<file path="config.mk">
export PLATFORM = sky130hd
export DESIGN_NAME = hcbp_pack
export DESIGN_NICKNAME = d
export VERILOG_FILES = /design/src/sv/assert_macros.svh /design/src/sv/hcbp_pkg.sv /design/src/sv/hcbp_pack.sv
export SDC_FILE = /design/constraint.sdc
export NUM_CORES = 1
export LEC_CHECK = 0
export BUFFER_PORTS_ARGS = -buffer_cell sky130_fd_sc_hd__buf_2
export CORE_ASPECT_RATIO = 1.4
export CORE_MARGIN = 5
export CORE_UTILIZATION = 30
export CTS_CLUSTER_SIZE = 40
export DETAILED_ROUTE_END_ITERATION = 10
export MAX_ROUTING_LAYER = met4
export PLACE_DENSITY_LB_ADDON = 0.15
export SYNTH_ARGS = -nofsm -noshare
export SYNTH_HDL_FRONTEND = slang
export SYNTH_SLANG_ARGS = --single-unit
export TNS_END_PERCENT = 30
</file>
<file path="constraint.sdc">
create_clock -name clk -period 11.7 [get_ports clk]
set_input_delay 0.585 -clock clk [delete_from_list [all_inputs] [get_ports clk]]
set_output_delay 0.585 -clock clk [all_outputs]
set_load 0.1 [all_outputs]
</file>
<file path="src/sv/assert_macros.svh">
// Assertion helpers used by the top-level RTL. Each macro samples on the rising
// edge of clk and is disabled while rst_n is low.
`ifndef ASSERT_MACROS_SVH
`define ASSERT_MACROS_SVH
`ifndef SYNTHESIS
`define HCBP_ASSERT_IMP(lbl, ante, cons) \
    lbl: assert property (@(posedge clk) disable iff (!rst_n) (ante) |-> (cons)) \
        else $error("hcbp assertion failed");
`define HCBP_ASSERT_NEXT(lbl, ante, cons) \
    lbl: assert property (@(posedge clk) disable iff (!rst_n) (ante) |=> (cons)) \
        else $error("hcbp assertion failed");
`else
`define HCBP_ASSERT_IMP(lbl, ante, cons)
`define HCBP_ASSERT_NEXT(lbl, ante, cons)
`endif
`endif

</file>
<file path="src/sv/hcbp_pkg.sv">
package hcbp_pkg;

    localparam int SYMBOL_COUNT = 256;
    localparam int MAX_CODE_LEN = 32;
    localparam int SYM_W        = 8;
    localparam int LEN_W        = 6;
    localparam int CODE_W       = 32;
    localparam int ACC_W        = 7;
    localparam int FILL_W       = 3;
    localparam int BYTE_W       = 8;
    localparam int ADDR_W       = $clog2(SYMBOL_COUNT);
    localparam int ENTRY_W      = LEN_W + CODE_W;
    // effective length cap: the configured maximum, never above the code width
    localparam int LEN_CAP      = (MAX_CODE_LEN < CODE_W) ? MAX_CODE_LEN : CODE_W;

    typedef enum logic [1:0] {
        OP_LOAD   = 2'd0,
        OP_ENCODE = 2'd1,
        OP_FLUSH  = 2'd2
    } op_t;

    typedef enum logic [1:0] {
        ST_FULL    = 2'd0,
        ST_PARTIAL = 2'd1,
        ST_NOCODE  = 2'd2
    } status_t;

    typedef struct packed {
        logic [LEN_W-1:0]  len;
        logic [CODE_W-1:0] code;
    } entry_t;

    typedef struct packed {
        logic valid;
        op_t  op;
    } ex_t;

endpackage

</file>
<file path="src/sv/hcbp_pack.sv">
module hcbp_pack (
    input  logic                          clk,
    input  logic                          rst_n,
    input  hcbp_pkg::ex_t                 ex,
    input  hcbp_pkg::entry_t              entry,
    input  logic                          out_ready,
    output logic                          advance,
    output logic                          out_valid,
    output logic [hcbp_pkg::BYTE_W-1:0]   packed_byte,
    output logic [1:0]                    status,
    output logic [2:0]                    pad_bits,
    output logic                          last
);

    localparam int COMB_W = hcbp_pkg::CODE_W + hcbp_pkg::ACC_W;
    localparam int LA_W   = hcbp_pkg::CODE_W + hcbp_pkg::BYTE_W;

    logic [hcbp_pkg::ACC_W-1:0]  acc_reg, acc_next;
    logic [hcbp_pkg::FILL_W-1:0] fill_reg, fill_next;
    logic [hcbp_pkg::CODE_W-1:0] em_buf_reg, em_buf_next;
    logic [2:0]                  em_cnt_reg, em_cnt_next;
    hcbp_pkg::status_t           em_status_reg, em_status_next;
    logic [2:0]                  em_pad_reg, em_pad_next;

    logic                        is_err;
    logic [COMB_W-1:0]           comb_r;
    logic [hcbp_pkg::LEN_W-1:0]  total;
    logic [2:0]                  nbytes;
    logic [2:0]                  rem;
    logic [LA_W-1:0]             la;
    logic [hcbp_pkg::ACC_W-1:0]  rem_mask;
    logic [2:0]                  flush_sh;
    logic [hcbp_pkg::BYTE_W-1:0] flush_byte;
    logic [2:0]                  res_cnt;
    logic                        em_free;
    logic                        out_fire;

    always_comb
    begin
        is_err   = (entry.len == '0);
        comb_r   = ({{hcbp_pkg::CODE_W{1'b0}}, acc_reg} << entry.len)
                 | {{hcbp_pkg::ACC_W{1'b0}}, entry.code};
        total    = hcbp_pkg::LEN_W'(fill_reg) + entry.len;
        nbytes   = total[5:3];
        rem      = total[2:0];
        // left-align the pending bits so completed bytes sit at the top
        la       = {1'b0, comb_r} << (hcbp_pkg::LEN_W'(LA_W) - total);
        rem_mask = hcbp_pkg::ACC_W'((8'd1 << rem) - 8'd1);
        flush_sh   = 3'd0 - fill_reg;
        flush_byte = {1'b0, acc_reg} << flush_sh;

        case (ex.op)
            hcbp_pkg::OP_ENCODE: res_cnt = is_err ? 3'd1 : nbytes;
            hcbp_pkg::OP_FLUSH:  res_cnt = (fill_reg != '0) ? 3'd1 : 3'd0;
            default:             res_cnt = 3'd0;
        endcase
    end

    assign out_valid = (em_cnt_reg != 3'd0);
    assign out_fire  = out_valid && out_ready;
    assign em_free   = (em_cnt_reg == 3'd0) || ((em_cnt_reg == 3'd1) && out_ready);
    assign advance   = ex.valid && ((res_cnt == 3'd0) || em_free);

    always_comb
    begin
        acc_next       = acc_reg;
        fill_next      = fill_reg;
        em_buf_next    = em_buf_reg;
        em_cnt_next    = em_cnt_reg;
        em_status_next = em_status_reg;
        em_pad_next    = em_pad_reg;

        if (out_fire)
        begin
            em_buf_next = em_buf_reg << hcbp_pkg::BYTE_W;
            em_cnt_next = em_cnt_reg - 3'd1;
        end

        if (advance)
        begin
            case (ex.op)
                hcbp_pkg::OP_ENCODE:
                begin
                    if (is_err)
                    begin
                        em_buf_next    = '0;
                        em_status_next = hcbp_pkg::ST_NOCODE;
                        em_pad_next    = 3'd0;
                    end
                    else
                    begin
                        acc_next       = comb_r[hcbp_pkg::ACC_W-1:0] & rem_mask;
                        fill_next      = rem;
                        em_buf_next    = la[LA_W-1 -: hcbp_pkg::CODE_W];
                        em_status_next = hcbp_pkg::ST_FULL;
                        em_pad_next    = 3'd0;
                    end
                    if (res_cnt != 3'd0)
                    begin
                        em_cnt_next = res_cnt;
                    end
                    else
                    begin
                        // no completed byte: keep the emitter as it drains
                        em_buf_next    = out_fire ? (em_buf_reg << hcbp_pkg::BYTE_W)
                                                  : em_buf_reg;
                        em_status_next = em_status_reg;
                        em_pad_next    = em_pad_reg;
                    end
                end
                hcbp_pkg::OP_FLUSH:
                begin
                    if (fill_reg != '0)
                    begin
                        em_buf_next    = {flush_byte, {(hcbp_pkg::CODE_W-hcbp_pkg::BYTE_W){1'b0}}};
                        em_cnt_next    = 3'd1;
                        em_status_next = hcbp_pkg::ST_PARTIAL;
                        em_pad_next    = flush_sh;
                        acc_next       = '0;
                        fill_next      = '0;
                    end
                end
                default:
                begin
                    acc_next = acc_reg;
                end
            endcase
        end
    end

    always_ff @(posedge clk or negedge rst_n)
    begin
        if (!rst_n)
        begin
            acc_reg       <= '0;
            fill_reg      <= '0;
            em_cnt_reg    <= 3'd0;
            em_status_reg <= hcbp_pkg::ST_FULL;
            em_pad_reg    <= 3'd0;
        end
        else
        begin
            acc_reg       <= acc_next;
            fill_reg      <= fill_next;
            em_cnt_reg    <= em_cnt_next;
            em_status_reg <= em_status_next;
            em_pad_reg    <= em_pad_next;
        end
    end

    always_ff @(posedge clk)
    begin
        em_buf_reg <= em_buf_next;
    end

    assign packed_byte = em_buf_reg[hcbp_pkg::CODE_W-1 -: hcbp_pkg::BYTE_W];
    assign status      = em_status_reg;
    assign pad_bits    = em_pad_reg;
    assign last        = (em_cnt_reg == 3'd1);

endmodule

</file>
Yosys cells after proc, flatten, opt, wreduce, memory -nomap -nowiden
Index checks and enable logic that the tools add are counted.
- eq/ne operators: 6
- reductions and logical operators: 14
- shift operators: 4
- $add $sub $neg: 5
- bitwise gates (word level): 2
- multiplexer cells: 27
- operators by type and width (operator ; number):
    32-bit two-way mux ; 5
    32-bit one-hot mux with 2 select lines ; 1
    39-bit by 6-bit left shift with 40-bit output ; 1
    39-bit by 32-bit bitwise OR with 39-bit output ; 1
    7-bit by 6-bit left shift with 39-bit output ; 1
    3-bit two-way mux ; 9
    3-bit one-hot mux with 2 select lines ; 4
    7-bit two-way mux ; 2
    7-bit one-hot mux with 2 select lines ; 1
    3-bit nonzero test ; 3
    4-bit AND reduction ; 2
    7-bit by 3-bit left shift with 8-bit output ; 1
    7-bit bitwise AND ; 1
    1-bit by 3-bit left shift with 7-bit output (first input constant) ; 1
    7-bit by 1-bit subtractor with 7-bit output (second input constant) ; 1
    3-bit by 6-bit adder with 6-bit output ; 1
    3-bit zero test ; 2
    6-bit zero test ; 1
    2-bit two-way mux ; 3
    2-bit != test (second input constant) ; 3
    6-bit subtractor (first input constant) ; 1
    2-bit one-hot mux with 2 select lines ; 1
    3-bit by 1-bit equality test with 1-bit output (second input constant) ; 1
    1-bit logical AND ; 3
    other kinds (7) ; 8
- input bits: 44
- logic and storage cells: 64
- output and inout bits: 16
- bits in registers: 50

Longest topological paths before layout
- depth after elaboration: 7
- depth in mapped cells: 17
- depth with buffers taken out: 13

Worst setup path before layout
OpenSTA, ideal clock, no wires.
- kind: input to register
- from: input entry[33] (netlist bit)
- to: register em_pad_reg[0], in the netlist pad_bits[0]
- path slack: 6702 ps
- library setup time: 69 ps
- buffers on the path: 1
- stages on the path: 10
- arrival time: 4929 ps
- required time: 11631 ps
- cell sequence: buf_2 -> inv_1 -> fa_1 -> nor2b_1 -> o21ai_1 -> xor2_2 -> a31oi_4 -> a21boi_0 -> and3_1 -> a22o_1
- cells in the longest elaborated chain, start to end: 7
- elaborated cells on any way between the ends: 10
- ends and longest elaborated chain (element ; line ; text):
    start, declared ; hcbp_pack.sv:5 ; input hcbp_pkg::entry_t entry,
    3-bit by 6-bit adder with 6-bit output or 6-bit zero test (tied branches) ; hcbp_pack.sv:43, hcbp_pack.sv:40 ;
    3-bit two-way mux * ; hcbp_pack.sv:53 ; hcbp_pkg::OP_ENCODE: res_cnt = is_err ? 3'd1 : nbytes;
    3-bit one-hot mux with 2 select lines * ; hcbp_pack.sv:52 ; case (ex.op)
    3-bit zero test * ; hcbp_pack.sv:62 ; assign advance = ex.valid && ((res_cnt == 3'd0) || em_free);
    1-bit logical OR * ; hcbp_pack.sv:62 ;
    1-bit logical AND * ; hcbp_pack.sv:62 ;
    via advance ; hcbp_pack.sv:7 ; output logic advance,
    4-bit AND reduction (no source line) * ; -- ;
    end signal, assigned ; hcbp_pack.sv:147 ; em_pad_reg <= em_pad_next;
    end, declared ; hcbp_pack.sv:23 ; logic [2:0] em_pad_reg, em_pad_next;
Mark *: on every way through the listed nets, which the timed path passes. The rest lies on a longest branch.
A chain may end at the register's enable or synchronous reset.

Final worst setup path
- from: input entry[32] (netlist bit)
- to: register em_buf_reg[23] (netlist bit)
- cells in the longest elaborated chain, start to end: 7
- elaborated cells on any way between the ends: 16
- ends and longest elaborated chain (element ; line ; text):
    3-bit by 6-bit adder with 6-bit output, or another cell as far along ; hcbp_pack.sv:43 ; total = hcbp_pkg::LEN_W'(fill_reg) + entry.len;
    6-bit subtractor, or another cell as far along ; hcbp_pack.sv:47 ; la = {1'b0, comb_r} << (hcbp_pkg::LEN_W'(LA_W) - total);
    39-bit by 6-bit left shift with 40-bit output or 3-bit one-hot mux with 2 select lines (tied branches) ; hcbp_pack.sv:47, hcbp_pack.sv:52 ;
    32-bit two-way mux, or another cell as far along ; hcbp_pack.sv:84 ; if (is_err)
    32-bit two-way mux or 1-bit logical OR (tied branches) ; hcbp_pack.sv:98, hcbp_pack.sv:62 ;
    32-bit one-hot mux with 2 select lines or 1-bit logical AND (tied branches) ; hcbp_pack.sv:81, hcbp_pack.sv:62 ;
    32-bit two-way mux * ; hcbp_pack.sv:79 ; if (advance)
    via em_buf_next (one bit) ; hcbp_pack.sv:20 ; logic [hcbp_pkg::CODE_W-1:0] em_buf_reg, em_buf_next;
    end signal, assigned ; hcbp_pack.sv:153 ; em_buf_reg <= em_buf_next;
    end, declared ; hcbp_pack.sv:20 ;
Marked as above.

==> results.json <==
{
  "finClkSkew_ns": 0.006020,
  "wl_per_cell_microns": 23.77,
  "slew_headroom_pct": 32.90,
  "ys_types": 95,
  "cts.clk_slew.worst_paths_ns": 0.07,
  "drive_gt1_share_pct": 18.41,
  "initial_utilization_pct": 30.32,
  "crit_arrival_ns": 5.39,
  "fp.dieArea_sq_um": 25840,
  "core_sq_um": 22450,
  "drtPass1Iterations": 5,
  "synth_top_area_share_pct": 9.412,
  "yosysTopAreaCell": "dfxtp_1",
  "track_usage_pct": 21.79,
  "r2r_start": "fill_reg[0]",
  "rsz0062_at_grt": "false",
  "cap_violations": 0,
  "area_delta_synth_final_pct": 7.537,
  "synth_flop_cell": "dfxtp_1",
  "clk_path_buf_depth": 2,
  "largest_reg_flops": 32,
  "post-place-ws_ns": 6.320,
  "drt_iter0_markers": 594,
  "numClockSinks": 50,
  "synthesis.nets": 931,
  "report.final.slew_viol_count": 0,
  "syn_avg_cell_area_sq_um": 7.833,
  "end_kind": "flip-flop",
  "drt-total-wl_microns": 27810,
  "synth_area_sq_um": 6807,
  "worst-setup-path-type": "primary input to flip-flop",
  "ys_top_cells_by_area": "dfxtp_1 (9.4%), mux2i_1 (8.2%), dfrtp_1 (6.6%), nand2_1 (5.6%), a21oi_1 (5.0%)",
  "dieWidth_microns": 137.3,
  "clock-root-buffer": "clkbuf_16",
  "ios": 60,
  "fin_ws_ns": 6.499,
  "antenna_found_initial": 0,
  "place_hpwl_microns": 21840,
  "ys_seq_area_share_pct": 16.03,
  "vias": 7006,
  "netlist_instances": 869,
  "hold_viol": 0,
  "reg2reg_slack_ns": 6.57,
  "setup_viol": 0,
  "ctsResizeCount": 0,
  "insertedDiodeCount": 0,
  "overflow": 0,
  "ys_ff_latch": 50,
  "h-tree-depth": 2,
  "place.gp.congestion": 0.9514,
  "worst_r2r_endpoint": "em_buf_reg[24]",
  "rows": 65,
  "insertion_delay_ns": 0.30,
  "yosys_warnings": 0,
  "cts_buffers": 5,
  "cp_max_fo": 41,
  "io_buffer_count": 59,
  "drc": 0,
  "hp-class": "primary input to async pin",
  "worst_pin_slew_ns": 1.007,
  "cts_tree": "done",
  "critPathLaunchType": "primary input",
  "vias_per_cell": 5.988,
  "grt_pass1_vias": 6857,
  "synth_edf_count": 0,
  "grt_max_degree": 63,
  "crit_required_ns": 11.89,
  "finalCriticalPeriod_ns": 5.201,
  "fin_crit_sh_pct": 44.45,
  "fin_nets": 930,
  "finalSetupTns_ns": 0,
  "die_h_microns": 188.2,
  "fmax_ghz": 0.1923,
  "cts_hold_buffers": 0,
  "postCtsSetupRepairBufs": 0,
  "grt_pass1_wl_microns": 42410,
  "reg2reg_depth": 16,
  "status": "finished, final reports clean",
  "ant_nets": 0,
  "synthArstFlopShare_pct": 36.00
}
how the worst max path moves through the flow:
| stage | startpoint | endpoint | depth (start not counted) |
|---|---|---|---|
| after floorplan | entry[33] | pad_bits[0] | 10 |
| after global placement | entry[32] | em_buf_reg[24] | 17 |
| after detailed placement | entry[32] | em_buf_reg[23] | 16 |
| after CTS | entry[32] | em_buf_reg[23] | 16 |
| after global routing | entry[32] | em_buf_reg[23] | 16 |
| final | entry[32] | em_buf_reg[23] | 16 |
metal layers:
layer / up-vias / wire length [microns] / GRT usage, %
li1: 3278 / - / -
met1: 3395 / 11460 / 27.13
met2: 271 / 14020 / 36.83
met3: 62 / 1153 / 0.6410
met4: 0 / 1173 / 9.140
met5: - / 0 / -
cells by family after synthesis:
group | share of synthesized area, %
AO/OA/AOI/OAI | 32.22
AND/OR/NAND/NOR | 20.61
buffers and inverters | 7.445
multiplexers | 17.85
flip-flops | 16.03
adder cells (fa/ha/maj) | 3.419
XOR/XNOR | 2.427
layout make-up:
| type | count | area [sq um] |
|---|---|---|
| tap | 301 | 376.6 |
| sequential | 50 | 1091 |
| fill | 2516 | 15130 |
| clock inverter | 3 | 40.04 |
| multi-input combinational | 716 | 5211 |
| timing repair buffer | 71 | 385.4 |
| clock buffer | 5 | 125.1 |
| inverter | 24 | 90.09 |
critical path, stage by stage:
cell and delay, ns:
buf_2 0.44, ha_1 0.29, inv_1 0.07, fa_1 0.45, xor2_1 0.66, ha_1 0.36, buf_4 0.29, inv_1 0.38
buf_4 0.37, and2_1 0.17, a2bb2oi_1 0.09, a21oi_1 0.38, nand2_1 0.10, o211ai_1 0.15, o221ai_1 0.21, a221o_1 0.36
cell usage after synthesis (16+ instances only):
cell and n:
dfxtp_1 32, a21oi_1 68, mux2_2 22, nand2_1 101, o21ai_0 40, buf_2 20
dfrtp_1 18, ha_1 17, o22ai_1 16, nor2b_1 16, nor3_1 16, clkbuf_1 37
nor2_1 70, inv_1 22, mux2i_1 56, a22o_1 16
placed cells by master, fill, tap and decap left out, types with 10 or more instances in the layout:
| master | netlist | layout |
|---|---|---|
| inv_1 | 22 | 22 |
| mux2i_1 | 56 | 56 |
| o21ai_0 | 40 | 40 |
| nor2b_1 | 16 | 16 |
| a21oi_1 | 68 | 68 |
| buf_4 | 10 | 12 |
| mux4_2 | 12 | 12 |
| nand2b_1 | 10 | 10 |
| nand3_1 | 13 | 13 |
| o221ai_1 | 10 | 10 |
| nor2_1 | 70 | 70 |
| buf_2 | 20 | 59 |
| o21ai_1 | 10 | 10 |
| o22ai_1 | 16 | 16 |
| nand2_1 | 101 | 101 |
| dfrtp_1 | 18 | 18 |
| a22o_1 | 16 | 16 |
| nor3_1 | 16 | 16 |
| ha_1 | 17 | 16 |
| a211oi_1 | 12 | 12 |
| mux2_2 | 22 | 22 |
| a31oi_1 | 12 | 12 |
| dfxtp_1 | 32 | 32 |
through the flow:
| stage | utilization (%) | hold slack, ns | std cells | area [sq um] |
|---|---|---|---|---|
| floorplan | - | 0.2894 | 869 | 6807 |
| global placement | 31.87 | 0.4471 | 1162 | 7154 |
| detailed placement | 31.87 | 0.4479 | 1162 | 7154 |
| CTS | 32.61 | 0.2310 | 1170 | 7320 |
| global route | 32.61 | 0.2511 | 1170 | 7320 |
| finish | 32.61 | 0.2163 | 1170 | 7320 |
Power is not shown: default switching activity piles up to over one toggle a cycle in this logic, so the estimate is an artifact.
